File: config.mk
export PLATFORM = sky130hd
export DESIGN_NAME = lora_hamming_decoder
export DESIGN_NICKNAME = d
export VERILOG_FILES = /design/src/sv/lhd_pkg.sv /design/src/sv/lhd_frame_ctrl.sv /design/src/sv/lhd_decode.sv /design/src/sv/lora_hamming_decoder.sv
export SDC_FILE = /design/constraint.sdc
export NUM_CORES = 1
export LEC_CHECK = 0
export ABC_CLOCK_PERIOD_IN_PS = 2900
export BUFFER_PORTS_ARGS = -buffer_cell sky130_fd_sc_hd__buf_2
export CAP_MARGIN = 20
export CORE_MARGIN = 2
export CORE_UTILIZATION = 55
export CTS_BUF_LIST = sky130_fd_sc_hd__clkbuf_4 sky130_fd_sc_hd__clkbuf_8
export DETAILED_ROUTE_END_ITERATION = 10
export GPL_TIMING_DRIVEN = 1
export PLACE_DENSITY = 0.78
export REMOVE_ABC_BUFFERS = 1
export SLEW_MARGIN = 20
export SYNTH_ARGS = -nofsm -noshare
export SYNTH_HDL_FRONTEND = slang
export SYNTH_HIERARCHICAL = 1
export SYNTH_SLANG_ARGS = --single-unit
export TNS_END_PERCENT = 10
File: constraint.sdc
create_clock -name clk -period 2.9 [get_ports clk]
set_input_delay 0.145 -clock clk [delete_from_list [all_inputs] [get_ports clk]]
set_output_delay 0.145 -clock clk [all_outputs]
set_load 0.005 [all_outputs]
File: src/sv/lhd_pkg.sv
// Shared widths, register indexes, rate codes and syndrome codes for the Hamming decoder.
package lhd_pkg;

  // Field and register widths.
  localparam int CW_W    = 8;
  localparam int NIB_W   = 4;
  localparam int RATE_W  = 3;
  localparam int SF_W    = 4;
  localparam int IDX_W   = 4;
  localparam int CFG_A_W = 1;
  localparam int CFG_D_W = 4;
  localparam int TDATA_W = 8;

  // Configuration register indexes.
  localparam logic [CFG_A_W-1:0] REG_CODING_RATE      = 1'b0;
  localparam logic [CFG_A_W-1:0] REG_SPREADING_FACTOR = 1'b1;

  // Register reset values.
  localparam logic [RATE_W-1:0] CODING_RATE_RST      = 3'd4;
  localparam logic [SF_W-1:0]   SPREADING_FACTOR_RST = 4'd7;

  // Applied coding rates (parity bits per codeword).
  localparam logic [RATE_W-1:0] RATE_4_5 = 3'd1;
  localparam logic [RATE_W-1:0] RATE_4_6 = 3'd2;
  localparam logic [RATE_W-1:0] RATE_4_7 = 3'd3;
  localparam logic [RATE_W-1:0] RATE_4_8 = 3'd4;

  // Number of codewords by which the header is shorter than the spreading factor.
  localparam logic [SF_W:0] HDR_OFFSET = 5'd2;

  // Saturation value of the codeword position counter.
  localparam logic [IDX_W-1:0] IDX_MAX = 4'd15;

  // Syndrome codes that point at a data bit.
  localparam logic [2:0] SYN_FLIP_D0 = 3'd5;
  localparam logic [2:0] SYN_FLIP_D1 = 3'd7;
  localparam logic [2:0] SYN_FLIP_D2 = 3'd3;
  localparam logic [2:0] SYN_FLIP_D3 = 3'd6;

endpackage

File: src/sv/lhd_frame_ctrl.sv
// Configuration registers, frame position counter and applied coding rate selection.
module lhd_frame_ctrl
  import lhd_pkg::*;
(
  input  logic                clk,
  input  logic                rst,
  input  logic                cfg_wr_en,
  input  logic [CFG_A_W-1:0]  cfg_index,
  input  logic [CFG_D_W-1:0]  cfg_data,
  input  logic                accept,
  input  logic                frame_start,
  output logic [RATE_W-1:0]   rate
);

  logic [RATE_W-1:0] coding_rate;
  logic [SF_W-1:0]   spreading_factor;
  logic [IDX_W-1:0]  codeword_index;
  logic [IDX_W-1:0]  codeword_index_next;
  logic [IDX_W-1:0]  pos;
  logic              in_header;
  logic [RATE_W-1:0] rate_clamped;

  // Configuration writes.
  always_ff @(posedge clk) begin
    if (rst) begin
      coding_rate      <= CODING_RATE_RST;
      spreading_factor <= SPREADING_FACTOR_RST;
    end else if (cfg_wr_en) begin
      case (cfg_index)
        REG_CODING_RATE:      coding_rate      <= cfg_data[RATE_W-1:0];
        REG_SPREADING_FACTOR: spreading_factor <= cfg_data[SF_W-1:0];
        default: ;
      endcase
    end
  end

  // Position of the current codeword; a frame start puts it at zero.
  assign pos = frame_start ? '0 : codeword_index;
  assign codeword_index_next = (pos < IDX_MAX) ? pos + 1'b1 : IDX_MAX;

  always_ff @(posedge clk) begin
    if (rst) begin
      codeword_index <= '0;
    end else if (accept) begin
      codeword_index <= codeword_index_next;
    end
  end

  // The header holds spreading_factor minus two codewords, none if that is negative.
  assign in_header = ({1'b0, pos} + HDR_OFFSET) < {1'b0, spreading_factor};

  // Out-of-range rates fold onto the nearest valid rate.
  always_comb begin
    if (coding_rate < RATE_4_5) begin
      rate_clamped = RATE_4_5;
    end else if (coding_rate > RATE_4_8) begin
      rate_clamped = RATE_4_8;
    end else begin
      rate_clamped = coding_rate;
    end
  end

  assign rate = in_header ? RATE_4_8 : rate_clamped;

endmodule

File: src/sv/lhd_decode.sv
// Hamming data extraction and single-bit correction for one codeword.
module lhd_decode
  import lhd_pkg::*;
(
  input  logic [CW_W-1:0]   codeword,
  input  logic [RATE_W-1:0] rate,
  output logic [NIB_W-1:0]  nibble
);

  logic [NIB_W-1:0] data;
  logic [2:0]       parity;
  logic [2:0]       syn;
  logic             fix;

  // Pick data and parity bits; the first data bit is the top used bit.
  always_comb begin
    unique case (rate)
      RATE_4_5: begin
        data   = {codeword[1], codeword[2], codeword[3], codeword[4]};
        parity = '0;
      end
      RATE_4_6: begin
        data   = {codeword[2], codeword[3], codeword[4], codeword[5]};
        parity = '0;
      end
      RATE_4_7: begin
        data   = {codeword[3], codeword[4], codeword[5], codeword[6]};
        parity = {codeword[0], codeword[1], codeword[2]};
      end
      default: begin
        data   = {codeword[4], codeword[5], codeword[6], codeword[7]};
        parity = {codeword[1], codeword[2], codeword[3]};
      end
    endcase
  end

  // Correction runs at 4/7 always and at 4/8 only when total parity is odd.
  assign fix = (rate == RATE_4_7) || ((rate == RATE_4_8) && (^codeword));

  assign syn[0] = data[0] ^ data[1] ^ data[2] ^ parity[0];
  assign syn[1] = data[1] ^ data[2] ^ data[3] ^ parity[1];
  assign syn[2] = data[0] ^ data[1] ^ data[3] ^ parity[2];

  // Flip the data bit that the syndrome points at.
  always_comb begin
    nibble = data;
    if (fix) begin
      unique case (syn)
        SYN_FLIP_D0: nibble[0] = ~data[0];
        SYN_FLIP_D1: nibble[1] = ~data[1];
        SYN_FLIP_D2: nibble[2] = ~data[2];
        SYN_FLIP_D3: nibble[3] = ~data[3];
        default:     nibble    = data;
      endcase
    end
  end

endmodule

File: src/sv/lora_hamming_decoder.sv
// Path: an input transfer loads the codeword register; the decoded nibble is then
// loaded into the result register, which drives the output stream.
// Throughput: one codeword per cycle while m_tready stays high; each register
// loads when the stage after it is empty or emptying.
// Reset: synchronous, active high; clears the pipeline valids and the frame
// position counter and restores coding rate 4/8 and spreading factor 7.
module lora_hamming_decoder
  import lhd_pkg::*;
(
  input  logic                clk,
  input  logic                rst,
  // Configuration write port.
  input  logic                cfg_wr_en,
  input  logic [CFG_A_W-1:0]  cfg_index,
  input  logic [CFG_D_W-1:0]  cfg_data,
  // Input stream.
  input  logic                s_tvalid,
  output logic                s_tready,
  input  logic [TDATA_W-1:0]  s_tdata,   // [7:0] codeword
  input  logic                s_tuser,   // [0] frame_start
  // Output stream.
  output logic                m_tvalid,
  input  logic                m_tready,
  output logic [TDATA_W-1:0]  m_tdata    // [3:0] nibble, [7:4] zero
);

  logic              s_accept;
  logic              s1_ready;
  logic              s1_valid;
  logic [CW_W-1:0]   s1_codeword;
  logic [RATE_W-1:0] s1_rate;
  logic [RATE_W-1:0] rate;
  logic [NIB_W-1:0]  dec_nibble;
  logic [NIB_W-1:0]  m_nibble;

  // Each stage moves on when the stage after it is empty or emptying.
  assign s1_ready = !m_tvalid || m_tready;
  assign s_tready = !s1_valid || s1_ready;
  assign s_accept = s_tvalid && s_tready;

  lhd_frame_ctrl u_frame_ctrl (
    .clk         (clk),
    .rst         (rst),
    .cfg_wr_en   (cfg_wr_en),
    .cfg_index   (cfg_index),
    .cfg_data    (cfg_data),
    .accept      (s_accept),
    .frame_start (s_tuser),
    .rate        (rate)
  );

  // Codeword register with its applied rate.
  always_ff @(posedge clk) begin
    if (rst) begin
      s1_valid <= 1'b0;
    end else if (s_tready) begin
      s1_valid <= s_tvalid;
    end
  end

  always_ff @(posedge clk) begin
    if (s_accept) begin
      s1_codeword <= s_tdata[CW_W-1:0];
      s1_rate     <= rate;
    end
  end

  lhd_decode u_decode (
    .codeword (s1_codeword),
    .rate     (s1_rate),
    .nibble   (dec_nibble)
  );

  // Result register.
  always_ff @(posedge clk) begin
    if (rst) begin
      m_tvalid <= 1'b0;
    end else if (s1_ready) begin
      m_tvalid <= s1_valid;
    end
  end

  always_ff @(posedge clk) begin
    if (s1_ready && s1_valid) begin
      m_nibble <= dec_nibble;
    end
  end

  assign m_tdata = {{(TDATA_W-NIB_W){1'b0}}, m_nibble};

endmodule

; ---- Yosys cells after proc, flatten, opt, wreduce, memory -nomap -nowiden
; Index checks and enable logic that the tools add are counted.
[classes]
n_eq_ne = 8
magnitude_cmp = 4
addsub = 2
muxes = 11
bitwise = 13
reduce_logical = 13
[op_table]
columns = operator, n
row1 = $eq A3 B3 Y1 const B, 4
row2 = $mux W4, 3
row3 = $pmux W4 S3, 1
row4 = $eq A3 B2 Y1 const B, 3
row5 = $reduce_xor A8 Y1, 1
row6 = $xor A1 B1 Y1, 8
row7 = $mux W3, 2
row8 = $pmux W3 S2, 1
row9 = $add A4 B2 Y5 const B, 1
row10 = $lt A5 B4 Y1, 1
row11 = $not A1 Y1, 5
row12 = $add A4 B1 Y4 const B, 1
row13 = $lt A4 B4 Y1 const B, 1
row14 = $mux W1, 4
row15 = $reduce_and A2 Y1, 2
row16 = $eq A3 B1 Y1 const B, 1
row17 = $gt A3 B3 Y1 const B, 1
row18 = $logic_and A1 B1 Y1, 3
row19 = $logic_or A1 B1 Y1, 3
row20 = $lt A3 B1 Y1 const B, 1
row21 = $reduce_or A3 Y1, 1
row22 = $logic_not A1 Y1, 2
row23 = $reduce_or A2 Y1, 1
[word_totals]
in_bits = 19
register_bits = 28
out_inout_bits = 10
word_cells = 60

; ---- Longest topological paths before layout
[depth]
ltp_word = 8
depth_mapped = 9
ltp_nobuf = 8

; ---- Cells and area by module
; The synthesis kept the hierarchy.
[by_module_without_submodules]
columns = module, seq_area_each_um2, cells_each, n_inst, area_per_inst_um2
row1 = lhd_decode, 0.0, 94, 1, 660.6
row2 = lhd_frame_ctrl, 220.2, 69, 1, 644.4
row3 = lora_hamming_decoder, 490.5, 30, 1, 588.1

; ---- Worst setup path after synthesis
; OpenSTA, ideal clock, no wires.
[synth_timing]
path_type = reg2reg
from = register s1_rate[0]
to = register m_nibble[1] (data pin)
setup_time_ns = 0.262
period_less_slack_ns = 2.144
slack_ns = 0.756
t_required_ns = 2.638
stages_incl_launch_ff = 9
n_path_buf = 1
t_arrival_ns = 1.882
path_cell_list = edfxtp_1 > buf_6 > mux2_4 > o32a_2 > a221o_1 > nor3_2 > mux2i_1 > nand3b_1 > xor2_1
[synth_via]
elab_chain_cells = 8
word_cells_on_any_way = 21
classes_between = eq/ne (5) / mux (4) / bitwise (9) / reduce/logical (3)
[synth_rtl]
columns = element, line_no
row1 = start: declaration, lora_hamming_decoder.sv:31  ; logic [RATE_W-1:0] s1_rate;
row2 = start signal: assignment, lora_hamming_decoder.sv:64  ; s1_rate <= rate;
row3 = "$eq A3 B2 Y1, or another cell as far along", "lhd_decode.sv:17, lhd_decode.sv:38"
row4 = $pmux W4 S3, lhd_decode.sv:17  ; unique case (rate)
row5 = "$xor A1 B1 Y1, on equally long branches", "lhd_decode.sv:40, lhd_decode.sv:42, lhd_decode.sv:41"
row6 = "$xor A1 B1 Y1, on equally long branches (2 in a row)", "lhd_decode.sv:40, lhd_decode.sv:41, lhd_decode.sv:42"
row7 = $eq A3 B3 Y1, lhd_decode.sv:48  ; unique case (syn)
row8 = $mux W1, lhd_decode.sv:48
row9 = $mux W4 (*), lhd_decode.sv:47  ; if (fix) begin
row10 = via dec_nibble[1], lora_hamming_decoder.sv:33  ; logic [NIB_W-1:0] dec_nibble;
row11 = end signal: assignment, lora_hamming_decoder.sv:85  ; m_nibble <= dec_nibble;
row12 = end: declaration, lora_hamming_decoder.sv:34  ; logic [NIB_W-1:0] m_nibble;
; The timed path passes the listed nets; every way through them passes the cells marked *.
; A chain may end at the register's enable or synchronous reset.

; ---- Worst setup path after layout
[layout_timing]
from = register s1_rate[1]
to = register m_nibble[0] (data pin)
; The elaborated chain is that of the path after synthesis.

==> flow_metrics.py <==
metrics = {
    "cells_and_area": {
        "drive_gt1_share_pct": 21.3,
        "syn_to_final_growth_pct": 9.85,
        "fillCellCount": 301,
        "diodes": 0,
        "nNetsFinal": 239,
        "multi_input_area_um2": 1040,
        "regArea_um2": 711,
        "post-route-util_pct": 62.8,
        "stdcell_count": 262,
        "final_cell_area_um2": 2080,
    },
    "logic_synthesis": {
        "synth_most_common_cell": "edfxtp_1",
        "postSynth.asyncResetShare_pct": 0,
        "synth_top_area_cell": "edfxtp_1",
        "ys_warn_count": 6,
        "synth_ff_type": "edfxtp_1",
        "synth_common_cells": "edfxtp_1 (15), dfxtp_1 (13), nor2_1 (13)",
        "synth_area_per_cell_um2": 9.81,
        "ys_types": 59,
        "yosysTopAreaCellShare_pct": 23.8,
        "synthCells": 193,
        "synth-edff-count": 15,
        "ys_seq_area_share_pct": 37.5,
        "ys_ff_latch": 28,
        "netlist_area_um2": 1890,
        "synthTopCellsByArea": "edfxtp_1 (24%), dfxtp_1 (14%), xnor2_1 (4.2%), mux2i_1 (3.7%), nand2b_1 (3.0%)",
    },
    "timing": {
        "slew_headroom_pct": 65.7,
        "max_freq_mhz": 393,
        "worst_pin_slew_ns": 0.513,
        "finClkSkew_ns": 0.00885,
        "fin_crit_ns": 2.55,
        "grt_setup_unrepaired": "false",
        "holdWs_ns": 0.0632,
        "hold_viol": 0,
        "tns_ns": 0,
        "timing.final.ws_setup_ns": 0.353,
        "setup_viol": 0,
        "finalMaxSlewViolations": 0,
        "fin_crit_sh_pct": 87.8,
    },
    "run": {
        "maxCapViolCount": 0,
    },
    "global_routing": {
        "met3_usage_pct": 3.24,
        "grt_pass1_vias": 1453,
        "grt_max_degree": 20,
        "grtUsageMet2_pct": 36.2,
        "grt_use_total_pct": 19.8,
        "gr-total-overflow": 0,
        "grt_antenna_before_repair": 0,
        "grt_pass1_wl_mm": 6.33,
        "top_usage_layer": "met2",
        "met1_usage_pct": 24.0,
    },
    "detailed_routing": {
        "totalWireLength_mm": 3.66,
        "ant_nets": 0,
        "vias": 1509,
        "firstDrtPassIters": 4,
        "wire_per_inst_um": 14.0,
        "drtIter0Drc": 98,
        "route.detailed.drc": 0,
        "vias_per_cell": 5.76,
    },
    "floorplanning": {
        "die-area_um2": 3930,
        "num_io_pins": 29,
        "num_rows": 21,
        "fp.dieH_um": 62.7,
        "core_area_um2": 3310,
        "die_w_um": 62.7,
        "start_util_pct": 57.2,
    },
    "critical_path": {
        "setup.worst_path.class": "flip-flop to flip-flop",
        "start_kind": "flip-flop",
        "end_kind": "flip-flop",
        "r2r_slack_ns": 0.35,
        "crit_required_ns": 2.97,
        "worstPathMaxFanout": 12,
        "timing.rr.start": "s1_rate[1]",
        "r2r_cells": 7,
        "cp.arrival_ns": 2.62,
        "timing.rr.end": "m_nibble[0]",
    },
    "cts": {
        "cts_sinks": 28,
        "cts_setup_buffers": 0,
        "root_buffer": "clkbuf_4",
        "path_clk_slew_ns": 0.14,
        "clockBufferDepth": 2,
        "cts_tree": "yes",
        "insertion_delay_ns": 0.31,
        "cts_inserted_buffers": 3,
        "h-tree-depth": 1,
    },
    "outcome": {
        "status": "finished, final reports clean",
    },
    "worst_hold_path": {
        "holdPathStages": 3,
        "holdPathEnd": "u_frame_ctrl/coding_rate[2]",
        "hold_path.startpoint": "cfg_data[2]",
        "hold_path.class": "primary input to flip-flop",
    },
    "power": {
        "p_total_uw": 782,
        "power_density_nw_per_um2": 376,
        "vdd.ir_drop.worst_mv": 0.235,
        "p_leak_nw": 0.829,
    },
    "placed_design": {
        "numPortBuffers": 24,
        "dpl.cell_count": 250,
        "dp_hpwl_mm": 2.75,
        "placed_area_um2": 1970,
        "gp_congestion": 0.931,
        "dp_worst_setup_slack_ns": 0.438,
    },
}
## cell usage in the layout, fill, tap and decap left out, drive strengths merged, types with 3 or more instances in the layout
cell | netlist | routed
o21ai | 8 | 8
o32ai | 3 | 3
a21oi | 10 | 10
inv | 9 | 9
edfxtp | 15 | 15
nand3 | 8 | 8
a211o | 3 | 3
nand2b | 10 | 10
nor3 | 4 | 4
mux2 | 3 | 3
a211oi | 3 | 3
buf | 12 | 25
dlygate4sd3 | 0 | 8
clkbuf | 5 | 3
conb | 1 | 4
and3 | 4 | 4
mux2i | 7 | 7
xnor2 | 9 | 9
nor2 | 13 | 13
dfxtp | 13 | 13
xor2 | 5 | 5
a32oi | 3 | 3
nand2 | 9 | 9
ha | 3 | 3
nor2b | 4 | 4
## worst max path at each step
stage | start | end | slack (ns) | cells after the start
after floorplan | s1_rate[0] | m_nibble[3] | 0.52 | 7
after global placement | s1_rate[0] | m_nibble[3] | 0.49 | 7
after detailed placement | s1_rate[1] | m_nibble[0] | 0.44 | 7
after CTS | s1_rate[1] | m_nibble[0] | 0.41 | 7
after global routing | s1_rate[0] | m_nibble[0] | 0.19 | 7
final | s1_rate[1] | m_nibble[0] | 0.35 | 7
## state kept, by name (all words and copies together), names as in the netlist
register / flops
s1_rate: 3
m_tvalid: 1
s1_codeword: 8
u_frame_ctrl/codeword_index: 4
s1_valid: 1
u_frame_ctrl/spreading_factor: 4
u_frame_ctrl/coding_rate: 3
m_nibble: 4
## worst max-delay path: stages (launching register included)
cell      delay (ns)
edfxtp_1        0.57
nor2b_1         0.49
a32oi_1         0.22
a221oi_1        0.38
o21ai_1         0.14
mux2i_1         0.21
nand3_1         0.12
xor2_1          0.18
## cells by family (layout without fill, tap and decap cells)
group                      Yosys count  count (layout)  synth area share, %
DFF                                 28              28                 37.5
muxes                               10              10                 5.68
AOI/OAI and AO/OA                   48              48                 20.4
adders and majority gates            3               3                 1.98
buffers and inverters               26              46                 7.93
and+or+nand+nor                     63              63                 19.8
other                                1               4                0.198
xor gates and xnor gates            14              14                 6.48
## metal layers
layer  vias to the layer above  part of all wire, %  wire length [um]
met5                         -                    0                 0
met4                         0                 0.87                32
met3                         6                  2.8               104
met2                        36                   54              1980
met1                       725                   42              1540
li1                        742                    -                 -
## power by group
group | internal, mW | leakage [nW] | switching [mW]
Sequential | 0.441 | 0.250 | 0.0272
Clock | 0.0502 | 0.0154 | 0.101
Combinational | 0.0830 | 0.564 | 0.0801
## cell type report
cell class | count | area share [%]
Multi-Input combinational cell | 142 | 50.2
Clock inverter | 1 | 0.181
Clock buffer | 3 | 1.08
Timing Repair Buffer | 33 | 9.99
Tap cell | 46 | 2.77
Inverter | 9 | 1.62
Sequential cell | 28 | 34.2
## timing repair
| item | 4_1_cts | 5_1_grt |
|---|---|---|
| endpoints found under the hold margin | 6 | 2 |
| hold buffers | 6 | 2 |
| gates resized for setup | 0 | 0 |
Note: power is estimated with default switching activity, not from simulation.
